===== config.mk =====
export PLATFORM = sky130hd
export DESIGN_NAME = shape_record_bitstream_decoder_core
export DESIGN_NICKNAME = d
export VERILOG_FILES = /design/src/rtl/srbd_pkg.sv /design/src/rtl/srbd_outq.sv /design/src/rtl/srbd_parser.sv /design/src/rtl/shape_record_bitstream_decoder_core.sv
export SDC_FILE = /design/constraint.sdc
export NUM_CORES = 1
export LEC_CHECK = 0
export BUFFER_PORTS_ARGS = -buffer_cell sky130_fd_sc_hd__buf_2
export CAP_MARGIN = 25
export CORE_MARGIN = 2
export CORE_UTILIZATION = 30
export CTS_BUF_LIST = sky130_fd_sc_hd__clkbuf_8
export DETAILED_ROUTE_END_ITERATION = 8
export PLACE_DENSITY = 0.44
export SYNTH_ARGS = -nofsm -noshare
export SYNTH_HDL_FRONTEND = slang
export SYNTH_HIERARCHICAL = 1
export SYNTH_SLANG_ARGS = --single-unit

===== constraint.sdc =====
create_clock -name clk_i -period 10.78 [get_ports clk_i]
set_clock_uncertainty 0.1 [all_clocks]
set_input_delay 0.539 -clock clk_i [delete_from_list [all_inputs] [get_ports clk_i]]
set_output_delay 0.539 -clock clk_i [all_outputs]
set_load 0.03 [all_outputs]

===== src/rtl/srbd_pkg.sv =====
// Shared types and constants for the shape record bitstream decoder.
// No dependencies.
`timescale 1ns / 1ps

package srbd_pkg;

  localparam int unsigned DeltaW = 31;
  localparam int unsigned AnchW  = 17;
  localparam int unsigned IdxW   = 15;
  localparam int unsigned QDepth = 4;

  typedef enum logic [2:0] {
    KIND_END   = 3'd0,
    KIND_STYLE = 3'd1,
    KIND_EDGE  = 3'd2,
    KIND_CURVE = 3'd3,
    KIND_NEWST = 3'd4
  } kind_e;

  typedef struct packed {
    logic [2:0]               kind;
    logic [3:0]               mask;
    logic signed [DeltaW-1:0] dx;
    logic signed [DeltaW-1:0] dy;
    logic signed [AnchW-1:0]  ax;
    logic signed [AnchW-1:0]  ay;
    logic [IdxW-1:0]          f0;
    logic [IdxW-1:0]          f1;
    logic [IdxW-1:0]          ln;
    logic                     last;
  } res_t;

  typedef struct packed {
    logic valid;
    res_t data;
  } push_t;

endpackage


===== src/rtl/srbd_outq.sv =====
// Four-entry result queue between the parser and the output channel.
// Depends on srbd_pkg.
`timescale 1ns / 1ps

module srbd_outq import srbd_pkg::*; (
  input  logic  clk_i,
  input  logic  rst_ni,
  input  push_t push_i,
  output logic  room_o,
  output logic  valid_o,
  input  logic  pop_i,
  output res_t  data_o
);

  res_t       mem_q [QDepth];
  logic [1:0] wr_q, rd_q;
  logic [2:0] cnt_q;
  logic       do_pop;

  assign valid_o = (cnt_q != 3'd0);
  assign do_pop  = valid_o && pop_i;
  assign room_o  = (cnt_q <= 3'd2);
  assign data_o  = mem_q[rd_q];

  always_ff @(posedge clk_i or negedge rst_ni) begin
    if (!rst_ni) begin
      wr_q  <= '0;
      rd_q  <= '0;
      cnt_q <= '0;
    end else begin
      if (push_i.valid) wr_q <= wr_q + 2'd1;
      if (do_pop) rd_q <= rd_q + 2'd1;
      cnt_q <= cnt_q + {2'b0, push_i.valid} - {2'b0, do_pop};
    end
  end

  always_ff @(posedge clk_i) begin
    if (push_i.valid) mem_q[wr_q] <= push_i.data;
  end

endmodule


===== src/rtl/srbd_parser.sv =====
// Bit-serial record parser: one stream bit or one zero-width field per cycle
// through a shared accumulator. Depends on srbd_pkg.
`timescale 1ns / 1ps

module srbd_parser import srbd_pkg::*; (
  input  logic       clk_i,
  input  logic       rst_ni,
  input  logic       load_i,
  input  logic [7:0] byte_i,
  input  logic       start_i,
  output logic       busy_o,
  output push_t      push_o
);

  typedef enum logic [4:0] {
    PH_IDLE, PH_TYPE, PH_FLAGS, PH_MBITS, PH_MX, PH_MY, PH_F0, PH_F1, PH_LN,
    PH_STR, PH_NB, PH_GEN, PH_VERT, PH_DX, PH_DY, PH_CX, PH_CY, PH_AX, PH_AY
  } phase_e;

  typedef enum logic [1:0] {SQ_IDLE, SQ_RUN, SQ_FLUSH} seq_e;

  typedef struct packed {
    phase_e     ph;
    logic [4:0] w;
    logic       emit;
    logic [2:0] kind;
  } next_t;

  seq_e                     seq_q, seq_d;
  phase_e                   ph_q, ph_d;
  logic [3:0]               fw_q, fw_d, lw_q, lw_d;
  logic [4:0]               rem_q, rem_d, emw_q, emw_d;
  logic [5:0]               flg_q, flg_d;
  logic [DeltaW-1:0]        acc_q, acc_d;
  logic                     first_q, first_d;
  logic [7:0]               sh_q, sh_d;
  logic [3:0]               cnt_q, cnt_d;
  logic [1:0]               ecnt_q, ecnt_d;
  logic signed [DeltaW-1:0] dx_q, dx_d, dy_q, dy_d;
  logic signed [AnchW-1:0]  ax_q, ax_d, ay_q, ay_d;
  logic [IdxW-1:0]          f0_q, f0_d, f1_q, f1_d, ln_q, ln_d;
  res_t                     pend_q, pend_d;
  logic                     pv_q, pv_d;

  logic              do_fin, sgn, bit_in;
  logic [DeltaW-1:0] v, base;
  next_t             nx;
  res_t              newr;

  function automatic next_t style_after(input logic [2:0] stage, input logic [5:0] f,
                                        input logic [3:0] fw, input logic [3:0] lw);
    next_t r;
    r = '{ph: PH_TYPE, w: 5'd1, emit: 1'b0, kind: KIND_STYLE};
    if (stage == 3'd0 && f[0]) begin
      r.ph = PH_MBITS; r.w = 5'd5;
    end else if (stage <= 3'd1 && f[1]) begin
      r.ph = PH_F0; r.w = {1'b0, fw};
    end else if (stage <= 3'd2 && f[2]) begin
      r.ph = PH_F1; r.w = {1'b0, fw};
    end else if (stage <= 3'd3 && f[3]) begin
      r.ph = PH_LN; r.w = {1'b0, lw};
    end else if (f[4]) begin
      r = '{ph: PH_IDLE, w: 5'd0, emit: 1'b1, kind: KIND_NEWST};
    end else if (f[4:0] == 5'd0) begin
      r = '{ph: PH_IDLE, w: 5'd0, emit: 1'b1, kind: KIND_END};
    end else begin
      r.emit = 1'b1;
    end
    return r;
  endfunction

  assign busy_o = (seq_q != SQ_IDLE);
  assign bit_in = sh_q[7];
  assign sgn = (ph_q == PH_MX) || (ph_q == PH_MY) || (ph_q == PH_DX) || (ph_q == PH_DY) ||
               (ph_q == PH_CX) || (ph_q == PH_CY) || (ph_q == PH_AX) || (ph_q == PH_AY);

  always_comb begin
    seq_d = seq_q; ph_d = ph_q; fw_d = fw_q; lw_d = lw_q; rem_d = rem_q; emw_d = emw_q;
    flg_d = flg_q; acc_d = acc_q; first_d = first_q; sh_d = sh_q; cnt_d = cnt_q;
    ecnt_d = ecnt_q; dx_d = dx_q; dy_d = dy_q; ax_d = ax_q; ay_d = ay_q;
    f0_d = f0_q; f1_d = f1_q; ln_d = ln_q; pend_d = pend_q; pv_d = pv_q;
    push_o = '0;
    do_fin = 1'b0;
    v = '0;
    nx = '{ph: PH_IDLE, w: 5'd0, emit: 1'b0, kind: KIND_END};
    newr = '0;
    base = first_q ? {DeltaW{sgn & bit_in}} : acc_q;

    unique case (seq_q)
      SQ_IDLE: begin
        if (load_i) begin
          if (start_i) begin
            fw_d = byte_i[7:4]; lw_d = byte_i[3:0];
            emw_d = '0; flg_d = '0;
            dx_d = '0; dy_d = '0; ax_d = '0; ay_d = '0; f0_d = '0; f1_d = '0; ln_d = '0;
            ph_d = PH_TYPE; rem_d = 5'd1; first_d = 1'b1;
          end else begin
            sh_d = byte_i; cnt_d = '0; ecnt_d = '0; seq_d = SQ_RUN;
          end
        end
      end
      SQ_RUN: begin
        if (ph_q != PH_IDLE && rem_q == 5'd0) begin
          do_fin = 1'b1;
        end else if (cnt_q == 4'd8) begin
          seq_d = SQ_FLUSH;
        end else begin
          sh_d = {sh_q[6:0], 1'b0};
          cnt_d = cnt_q + 4'd1;
          if (ph_q != PH_IDLE) begin
            acc_d = {base[DeltaW-2:0], bit_in};
            first_d = 1'b0;
            rem_d = rem_q - 5'd1;
            if (rem_q == 5'd1) begin
              do_fin = 1'b1;
              v = acc_d;
            end
          end
        end
      end
      SQ_FLUSH: begin
        if (pv_q) begin
          push_o.valid = 1'b1;
          push_o.data = pend_q;
          push_o.data.last = 1'b1;
        end
        pv_d = 1'b0;
        seq_d = SQ_IDLE;
      end
      default: seq_d = SQ_IDLE;
    endcase

    if (do_fin) begin
      unique case (ph_q)
        PH_TYPE: begin
          dx_d = '0; dy_d = '0; ax_d = '0; ay_d = '0; f0_d = '0; f1_d = '0; ln_d = '0;
          if (v[0]) begin
            flg_d = 6'h20; nx.ph = PH_STR; nx.w = 5'd1;
          end else begin
            flg_d = '0; nx.ph = PH_FLAGS; nx.w = 5'd5;
          end
        end
        PH_FLAGS: begin
          flg_d = {1'b0, v[4:0]};
          nx = style_after(3'd0, flg_d, fw_q, lw_q);
        end
        PH_MBITS: begin
          emw_d = v[4:0]; nx.ph = PH_MX; nx.w = v[4:0];
        end
        PH_MX: begin
          dx_d = v; nx.ph = PH_MY; nx.w = emw_q;
        end
        PH_MY: begin
          dy_d = v; nx = style_after(3'd1, flg_q, fw_q, lw_q);
        end
        PH_F0: begin
          f0_d = v[IdxW-1:0]; nx = style_after(3'd2, flg_q, fw_q, lw_q);
        end
        PH_F1: begin
          f1_d = v[IdxW-1:0]; nx = style_after(3'd3, flg_q, fw_q, lw_q);
        end
        PH_LN: begin
          ln_d = v[IdxW-1:0]; nx = style_after(3'd4, flg_q, fw_q, lw_q);
        end
        PH_STR: begin
          if (v[0]) flg_d[0] = 1'b1;
          nx.ph = PH_NB; nx.w = 5'd4;
        end
        PH_NB: begin
          emw_d = {1'b0, v[3:0]} + 5'd2;
          if (flg_q[0]) begin
            nx.ph = PH_GEN; nx.w = 5'd1;
          end else begin
            nx.ph = PH_CX; nx.w = emw_d;
          end
        end
        PH_GEN: begin
          if (v[0]) begin
            flg_d[1] = 1'b1; nx.ph = PH_DX;
          end else begin
            nx.ph = PH_VERT;
          end
          nx.w = v[0] ? emw_q : 5'd1;
        end
        PH_VERT: begin
          if (v[0]) begin
            flg_d[2] = 1'b1; nx.ph = PH_DY;
          end else begin
            nx.ph = PH_DX;
          end
          nx.w = emw_q;
        end
        PH_DX: begin
          dx_d = v;
          if (flg_q[1]) begin
            nx.ph = PH_DY; nx.w = emw_q;
          end else begin
            nx = '{ph: PH_TYPE, w: 5'd1, emit: 1'b1, kind: KIND_EDGE};
          end
        end
        PH_DY: begin
          dy_d = v; nx = '{ph: PH_TYPE, w: 5'd1, emit: 1'b1, kind: KIND_EDGE};
        end
        PH_CX: begin
          dx_d = v; nx.ph = PH_CY; nx.w = emw_q;
        end
        PH_CY: begin
          dy_d = v; nx.ph = PH_AX; nx.w = emw_q;
        end
        PH_AX: begin
          ax_d = v[AnchW-1:0]; nx.ph = PH_AY; nx.w = emw_q;
        end
        PH_AY: begin
          ay_d = v[AnchW-1:0]; nx = '{ph: PH_TYPE, w: 5'd1, emit: 1'b1, kind: KIND_CURVE};
        end
        default: nx.ph = PH_IDLE;
      endcase
      ph_d = nx.ph;
      rem_d = nx.w;
      first_d = 1'b1;

      if (nx.emit && ecnt_q != 2'd2) begin
        newr.kind = nx.kind;
        newr.mask = (nx.kind == KIND_STYLE || nx.kind == KIND_NEWST) ? flg_d[3:0] : 4'd0;
        newr.dx = dx_d; newr.dy = dy_d; newr.ax = ax_d; newr.ay = ay_d;
        newr.f0 = f0_d; newr.f1 = f1_d; newr.ln = ln_d;
        newr.last = 1'b0;
        if (pv_q) begin
          push_o.valid = 1'b1;
          push_o.data = pend_q;
        end
        pend_d = newr;
        pv_d = 1'b1;
        ecnt_d = ecnt_q + 2'd1;
      end
    end
  end

  always_ff @(posedge clk_i or negedge rst_ni) begin
    if (!rst_ni) begin
      seq_q <= SQ_IDLE; ph_q <= PH_IDLE; fw_q <= '0; lw_q <= '0; rem_q <= '0;
      emw_q <= '0; flg_q <= '0; acc_q <= '0; first_q <= 1'b0; cnt_q <= '0;
      ecnt_q <= '0; pv_q <= 1'b0;
      dx_q <= '0; dy_q <= '0; ax_q <= '0; ay_q <= '0; f0_q <= '0; f1_q <= '0; ln_q <= '0;
    end else begin
      seq_q <= seq_d; ph_q <= ph_d; fw_q <= fw_d; lw_q <= lw_d; rem_q <= rem_d;
      emw_q <= emw_d; flg_q <= flg_d; acc_q <= acc_d; first_q <= first_d; cnt_q <= cnt_d;
      ecnt_q <= ecnt_d; pv_q <= pv_d;
      dx_q <= dx_d; dy_q <= dy_d; ax_q <= ax_d; ay_q <= ay_d; f0_q <= f0_d; f1_q <= f1_d;
      ln_q <= ln_d;
    end
  end

  always_ff @(posedge clk_i) begin
    sh_q   <= sh_d;
    pend_q <= pend_d;
  end

endmodule


===== src/rtl/shape_record_bitstream_decoder_core.sv =====
// Top level of the shape record bitstream decoder: handshake glue around
// the bit-serial parser and the result queue. Depends on srbd_pkg.
`timescale 1ns / 1ps

// Usage:
//  Input channel (in_valid_i / in_stall_o) carries one stream word per
//  handshake: data_byte_i and shape_start_i. A word with shape_start_i set
//  loads the fill and line index widths (high and low nibble) and restarts
//  parsing at a record boundary; it gives no result.
//  Any other word is parsed MSB first, one bit per cycle through the shared
//  accumulator, with a turn of its own for every zero-width field that
//  closes within the word (up to eight); then the bit count ends, the last
//  result is handed over and the parser returns to idle before it takes
//  the next word. in_stall_o is high while a word is being parsed and
//  while the result queue has fewer than two free entries.
//  Output channel (out_valid_o / out_stall_i) gives up to two result words
//  per input word; last_of_byte_o marks the final one of a word. Results
//  sit in a four-entry queue, so a stalled receiver holds the current word
//  steady while words are still taken until fewer than two entries are free.
//  Each result waits in the parser until the next record of the word
//  completes or the word's bit count ends, then enters the queue.
//  Reset (rst_ni low, asynchronous) empties the queue, clears the widths
//  and parses nothing until a word with shape_start_i arrives.

module shape_record_bitstream_decoder_core import srbd_pkg::*; (
  input  logic                     clk_i,
  input  logic                     rst_ni,
  input  logic                     in_valid_i,
  output logic                     in_stall_o,
  input  logic [7:0]               data_byte_i,
  input  logic                     shape_start_i,
  output logic                     out_valid_o,
  input  logic                     out_stall_i,
  output logic [2:0]               record_kind_o,
  output logic [3:0]               present_mask_o,
  output logic signed [DeltaW-1:0] delta_x_o,
  output logic signed [DeltaW-1:0] delta_y_o,
  output logic signed [AnchW-1:0]  anchor_dx_o,
  output logic signed [AnchW-1:0]  anchor_dy_o,
  output logic [IdxW-1:0]          fill0_index_o,
  output logic [IdxW-1:0]          fill1_index_o,
  output logic [IdxW-1:0]          line_index_o,
  output logic                     last_of_byte_o
);

  logic  busy, room, load;
  push_t push;
  res_t  head;

  // Accept only when the parser is idle and the queue can absorb a full word.
  assign in_stall_o = busy || !room;
  assign load       = in_valid_i && !in_stall_o;

  srbd_parser u_parser (
    .clk_i  (clk_i),
    .rst_ni (rst_ni),
    .load_i (load),
    .byte_i (data_byte_i),
    .start_i(shape_start_i),
    .busy_o (busy),
    .push_o (push)
  );

  srbd_outq u_outq (
    .clk_i  (clk_i),
    .rst_ni (rst_ni),
    .push_i (push),
    .room_o (room),
    .valid_o(out_valid_o),
    .pop_i  (!out_stall_i),
    .data_o (head)
  );

  assign record_kind_o  = head.kind;
  assign present_mask_o = head.mask;
  assign delta_x_o      = head.dx;
  assign delta_y_o      = head.dy;
  assign anchor_dx_o    = head.ax;
  assign anchor_dy_o    = head.ay;
  assign fill0_index_o  = head.f0;
  assign fill1_index_o  = head.f1;
  assign line_index_o   = head.ln;
  assign last_of_byte_o = head.last;

endmodule


# Yosys cells after proc, flatten, opt, wreduce, memory -nomap -nowiden
# Memory sizes are Yosys's and may differ from the RTL's.
# Cells that the tools add are included.
# W data, S select, Z words.
[totals] regBits=373 mem_bits_rw=596 inputBits=13 mem_count=1
[memory_table] name="u_outq.mem_q" depth=4 word_bits=149 rd=1 rd_clocked_by_memory_dff=0 write_ports=1 line_no="srbd_outq.sv:15" rtl="res_t mem_q [QDepth];"
[op_classes] add_sub_neg=8 magnitude_cmp=1 eq_ne=35 mux=140 bitwise=3 reduce_logical=39
[ops] operator="$mux W150" n=5
[ops] operator="$mux W31" n=13
[ops] operator="$mux W15" n=12
[ops] operator="$mux W17" n=8
[ops] operator="$pmux W31 S2" n=2
[ops] operator="$pmux W15 S2" n=3
[ops] operator="$pmux W5 S17" n=1
[ops] operator="$mux W10" n=8
[ops] operator="$pmux W17 S2" n=2
[ops] operator="$mux W5" n=13
[ops] operator="$pmux W5 S13" n=1
[ops] operator="$mux W4" n=13
[ops] operator="$mux W6" n=7
[ops] operator="$eq A5 B4 Y1 const B" n=8
[ops] operator="$mux W8" n=5
[ops] operator="$pmux W4 S8" n=1
[ops] operator="$mux W30" n=1
[ops] operator="$mux W9" n=3
[ops] operator="$mux W1" n=22
[ops] operator="$eq A5 B3 Y1 const B" n=4
[ops] operator="$mux W2" n=10
[ops] operator="$pmux W5 S2" n=2
[ops] operator="$pmux W8 S2" n=1
[ops] operator="$eq A5 B5 Y1 const B" n=3
[ops] operator="other kinds (41)" n=78

# Logic depth before layout (Yosys ltp)
[depth] depth_word=29 mapped_depth=14 ltp_nobuf=12

# Cells and area by module
# Netlist, hierarchy kept.
[modules_own_cells] module="srbd_outq" instances=1 cells_per_inst=816 area_each_um2=21897.3
[modules_own_cells] module="srbd_parser" instances=1 cells_per_inst=1638 area_each_um2=16707.3
[modules_own_cells] module="shape_record_bitstream_decoder_core" instances=1 cells_per_inst=3 area_each_um2=18.8

# Worst setup path before layout
# Ideal clock, no wire load.
[synth_path] kind="register to register" startpoint="register u_parser.rem_q[0]" endpoint="memory u_outq/mem_q[1][0] (netlist bit) (enable)" setup_ns=0.527 arrival_time_ns=5.976 setup_slack_ns=4.177 path_stages_with_launch=12 n_path_buf=2 period_less_slack_ns=6.603 path_cell_list="dfrtp_1 -> inv_1 -> ha_1 -> or4b_4 -> and3_4 -> and2_1 -> buf_2 -> a21o_1 -> a311o_1 -> a21oi_4 -> buf_2 -> and2_1"
[synth_rtl] element="start, declared" line_no="srbd_parser.sv:32" rtl="logic [4:0] rem_q, rem_d, emw_q, emw_d;"
[synth_rtl] element="start signal, assigned" line_no="srbd_parser.sv:246" rtl="seq_q <= seq_d; ph_q <= ph_d; fw_q <= fw_d; lw_q <= lw_d; rem_q <= rem_d;"
[synth_rtl] element="end, declared" line_no="srbd_outq.sv:15"

==> impl_metrics.tcl <==
set metrics [dict create \
    run_status "complete, no violations" \
    grt_pass1_wl_microns 153000 \
    grt_usage_pct 15.6 \
    dp_cells 4142 \
    core_sq_mm 0.128 \
    power_density_mw_per_mm2 233 \
    dpl-instance-area_sq_mm 0.0412 \
    crit_buf_inv 3 \
    min_period_over_period_pct 56.6 \
    setup_tns_ns 0 \
    cap_violations 0 \
    synth_top_area_cell "edfxtp_1" \
    wl_per_cell_microns 22.9 \
    num-fill-cells 12200 \
    drtAntennaViolNets 0 \
    slew_headroom_pct 27.9 \
    hold_buffers 11 \
    worstPathArrival_ns 6.48 \
    vdd.ir_drop.worst_mv 0.116 \
    setup_slack_ns 4.68 \
    path_cells "nor2b_1 -> o21ai_0 -> nor2_4 -> nand2_1 -> a311o_1 -> a21oi_4 -> buf_4 -> and2_4 -> buf_4 -> buf_4" \
    die_area_sq_mm 0.132 \
    drv_slew 0 \
    cp_top_family "simple AND/OR/NAND/NOR gates" \
    cts_resized 0 \
    post-place-ws_ns 4.59 \
    numCtsBuffers 161 \
    synth_top_flop_cell "edfxtp_1" \
    regArea_sq_mm 0.0280 \
    die_width_microns 363 \
    start_util_pct 30.2 \
    path_clk_slew_ns 0.06 \
    crit_path_max_fanout 52 \
    synthArstFlopShare_pct 22.3 \
    grt_pass1_vias 23200 \
    htreeDepth 4 \
    vias 22400 \
    required_ns 11.16 \
    wl_microns 102000 \
    ys_warn_count 6 \
    cts_tree "yes" \
    fp.dieH_microns 363 \
    fmax_mhz 164 \
    nNetsFinal 2690 \
    grt_max_degree 99 \
    ys_seq_area_share_pct 72.5 \
    synthTopCellsByCount "752 x edfxtp_1, 278 x nand2_1, 265 x o22ai_1, 216 x dfrtp_1, 156 x and2_1" \
    syn-num-nets 2485 \
    clk_path_buf_depth 3 \
    synth_cell_types 64 \
    cts_root_buf "clkbuf_8" \
    portBuffers 163 \
    finalSetupViolCount 0 \
    postCtsSetupBuffers 0 \
    syn_avg_cell_area_sq_um 15.7 \
    final_area_sq_mm 0.0445 \
    worst_path_most_repeated_cell "buf_4" \
    antenna_found_initial 5 \
    synth_area_leaders "edfxtp_1 58%, dfrtp_1 14%, mux4_2 8.7%, o22ai_1 4.3%, nand2_1 2.7%" \
    multi_input_area_sq_mm 0.00991 \
    clkLatencyLatePin_ns 0.86 \
    yosysTopAreaCellShare_pct 58.5 \
    min_path_type "in2async" \
    final_layout_size_suffix_gt1_share_pct 21.8 \
    post-dp-hpwl_microns 61200 \
    cp-start-kind "register" \
    slowest_stage "nor2b_1" \
    critPathKind "reg2reg" \
    postLayoutCoreUtil_pct 34.9 \
    route.detailed.drc 0 \
    io_pins 164 \
    min_period_ns 6.10 \
    synth-edff-count 752 \
    grt.overflow.total 0 \
    rows 131 \
    viasPerCell 5.01 \
    power_leakage_uw 0.0173 \
    endpoint_kind "register" \
    clkSinkCount 968 \
    final_cells 4464 \
    area_growth_pct 15.3 \
    worst_slew_pin_slew_ns 1.08 \
    synth.most_common_cell "edfxtp_1" \
    drt_pre_antenna_iters 8 \
    synth_area_sq_mm 0.0386 \
    gp_congestion 0.826 \
    rsz0062_at_grt "false" \
    ys_seq_elements 968 \
    timing.critical_path.slowest_cell_delay_ns 0.76 \
    drt_iter0_drc 1718 \
    netlist_instances 2457 \
    hold_viol 0 \
]
power by group:
part | total [uW] | switching [uW] | leakage [uW] | internal (uW)
clock | 3050 | 1510 | 0.00178 | 1540
sequential | 4740 | 313 | 0.0111 | 4430
combinational | 2570 | 1700 | 0.00434 | 862
total | 10400 | 3520 | 0.0173 | 6840
cell type report:
cell class / instances / area share [%]
timing repair buffer: 221 / 3.18
multi-input combinational: 1285 / 22.2
antenna: 4 / 0.0225
inverter: 25 / 0.222
tap: 1662 / 4.67
clock inverter: 126 / 1.46
sequential: 968 / 62.9
clock buffer: 173 / 5.35
path summary, 6_finish.rpt:
path,end,start,slack [ns],cells after the start
setup / recovery,u_outq/mem_q[3][2]$_DFFE_PP_,u_parser/seq_q[0]$_DFFE_PN0P_,4.68,10
hold / removal,u_parser/dx_q[24]$_DFF_PN0_,rst_ni,0.18,2
min in group clk_i,u_parser/seq_q[0]$_DFFE_PN0P_,in_valid_i,0.23,4
hold reg to reg,u_parser/acc_q[28]$_DFFE_PN0P_,u_parser/acc_q[28]$_DFFE_PN0P_,0.38,2
max in group asynchronous,u_parser/dy_q[3]$_DFF_PN0_,rst_ni,8.93,3
setup reg to reg,u_outq/mem_q[3][2]$_DFFE_PP_,u_parser/seq_q[0]$_DFFE_PN0P_,4.68,10
logic make-up (layout without fill, tap and decap cells):
| family | count (synthesis) | count (layout) | synth area share [%] |
|---|---|---|---|
| other cells | 0 | 4 | 0 |
| compound gates | 482 | 482 | 7.71 |
| buf+inv | 204 | 545 | 2.50 |
| mux | 152 | 152 | 8.77 |
| flops | 968 | 968 | 72.5 |
| fa+ha+maj | 15 | 15 | 0.505 |
| xor+xnor | 8 | 8 | 0.181 |
| simple gates | 628 | 628 | 7.88 |
registers in the layout, indices dropped and copies added (netlist names), 3 cells and up:
register	count
u_outq/cnt_q	3
u_outq/mem_q	596
u_parser/acc_q	30
u_parser/ax_q	17
u_parser/ay_q	17
u_parser/cnt_q	4
u_parser/dx_q	31
u_parser/dy_q	31
u_parser/emw_q	5
u_parser/f0_q	15
u_parser/f1_q	15
u_parser/flg_q	5
u_parser/fw_q	4
u_parser/ln_q	15
u_parser/lw_q	4
u_parser/pend_q	148
u_parser/ph_q	5
u_parser/rem_q	5
u_parser/sh_q	8
layout by cell type, fill, tap and decap left out, drive strengths merged, types with 11 or more instances in the layout:
cell type	synthesis	final
buf	52	210
dfrtp	216	216
nor2b	19	19
inv	25	90
nor3	19	19
o22ai	265	265
ha	14	14
clkbuf	127	173
nand2	278	278
and2	156	156
dlygate4sd3	0	11
o21ai	97	97
mux4	149	149
nand2b	17	17
clkinv	0	55
a21oi	45	45
edfxtp	752	752
o31ai	16	16
nand3	32	32
nor2	64	64
through the flow:
step	hold WS, ns	power [uW]
global route	0.188	11000
floorplan	0.143	6520
global placement	0.360	7310
CTS	0.123	10500
finish	0.176	10400
detailed placement	0.366	7380
metal layers:
metal / track usage, % / wire [microns] / vias to the layer above
met5: 0 / 0 / -
li1: - / - / 9974
met4: 6.04 / 3200 / 0
met2: 25.0 / 49200 / 673
met3: 3.38 / 5110 / 167
met1: 20.5 / 44800 / 11600
Power figures use the tool's default switching activity.
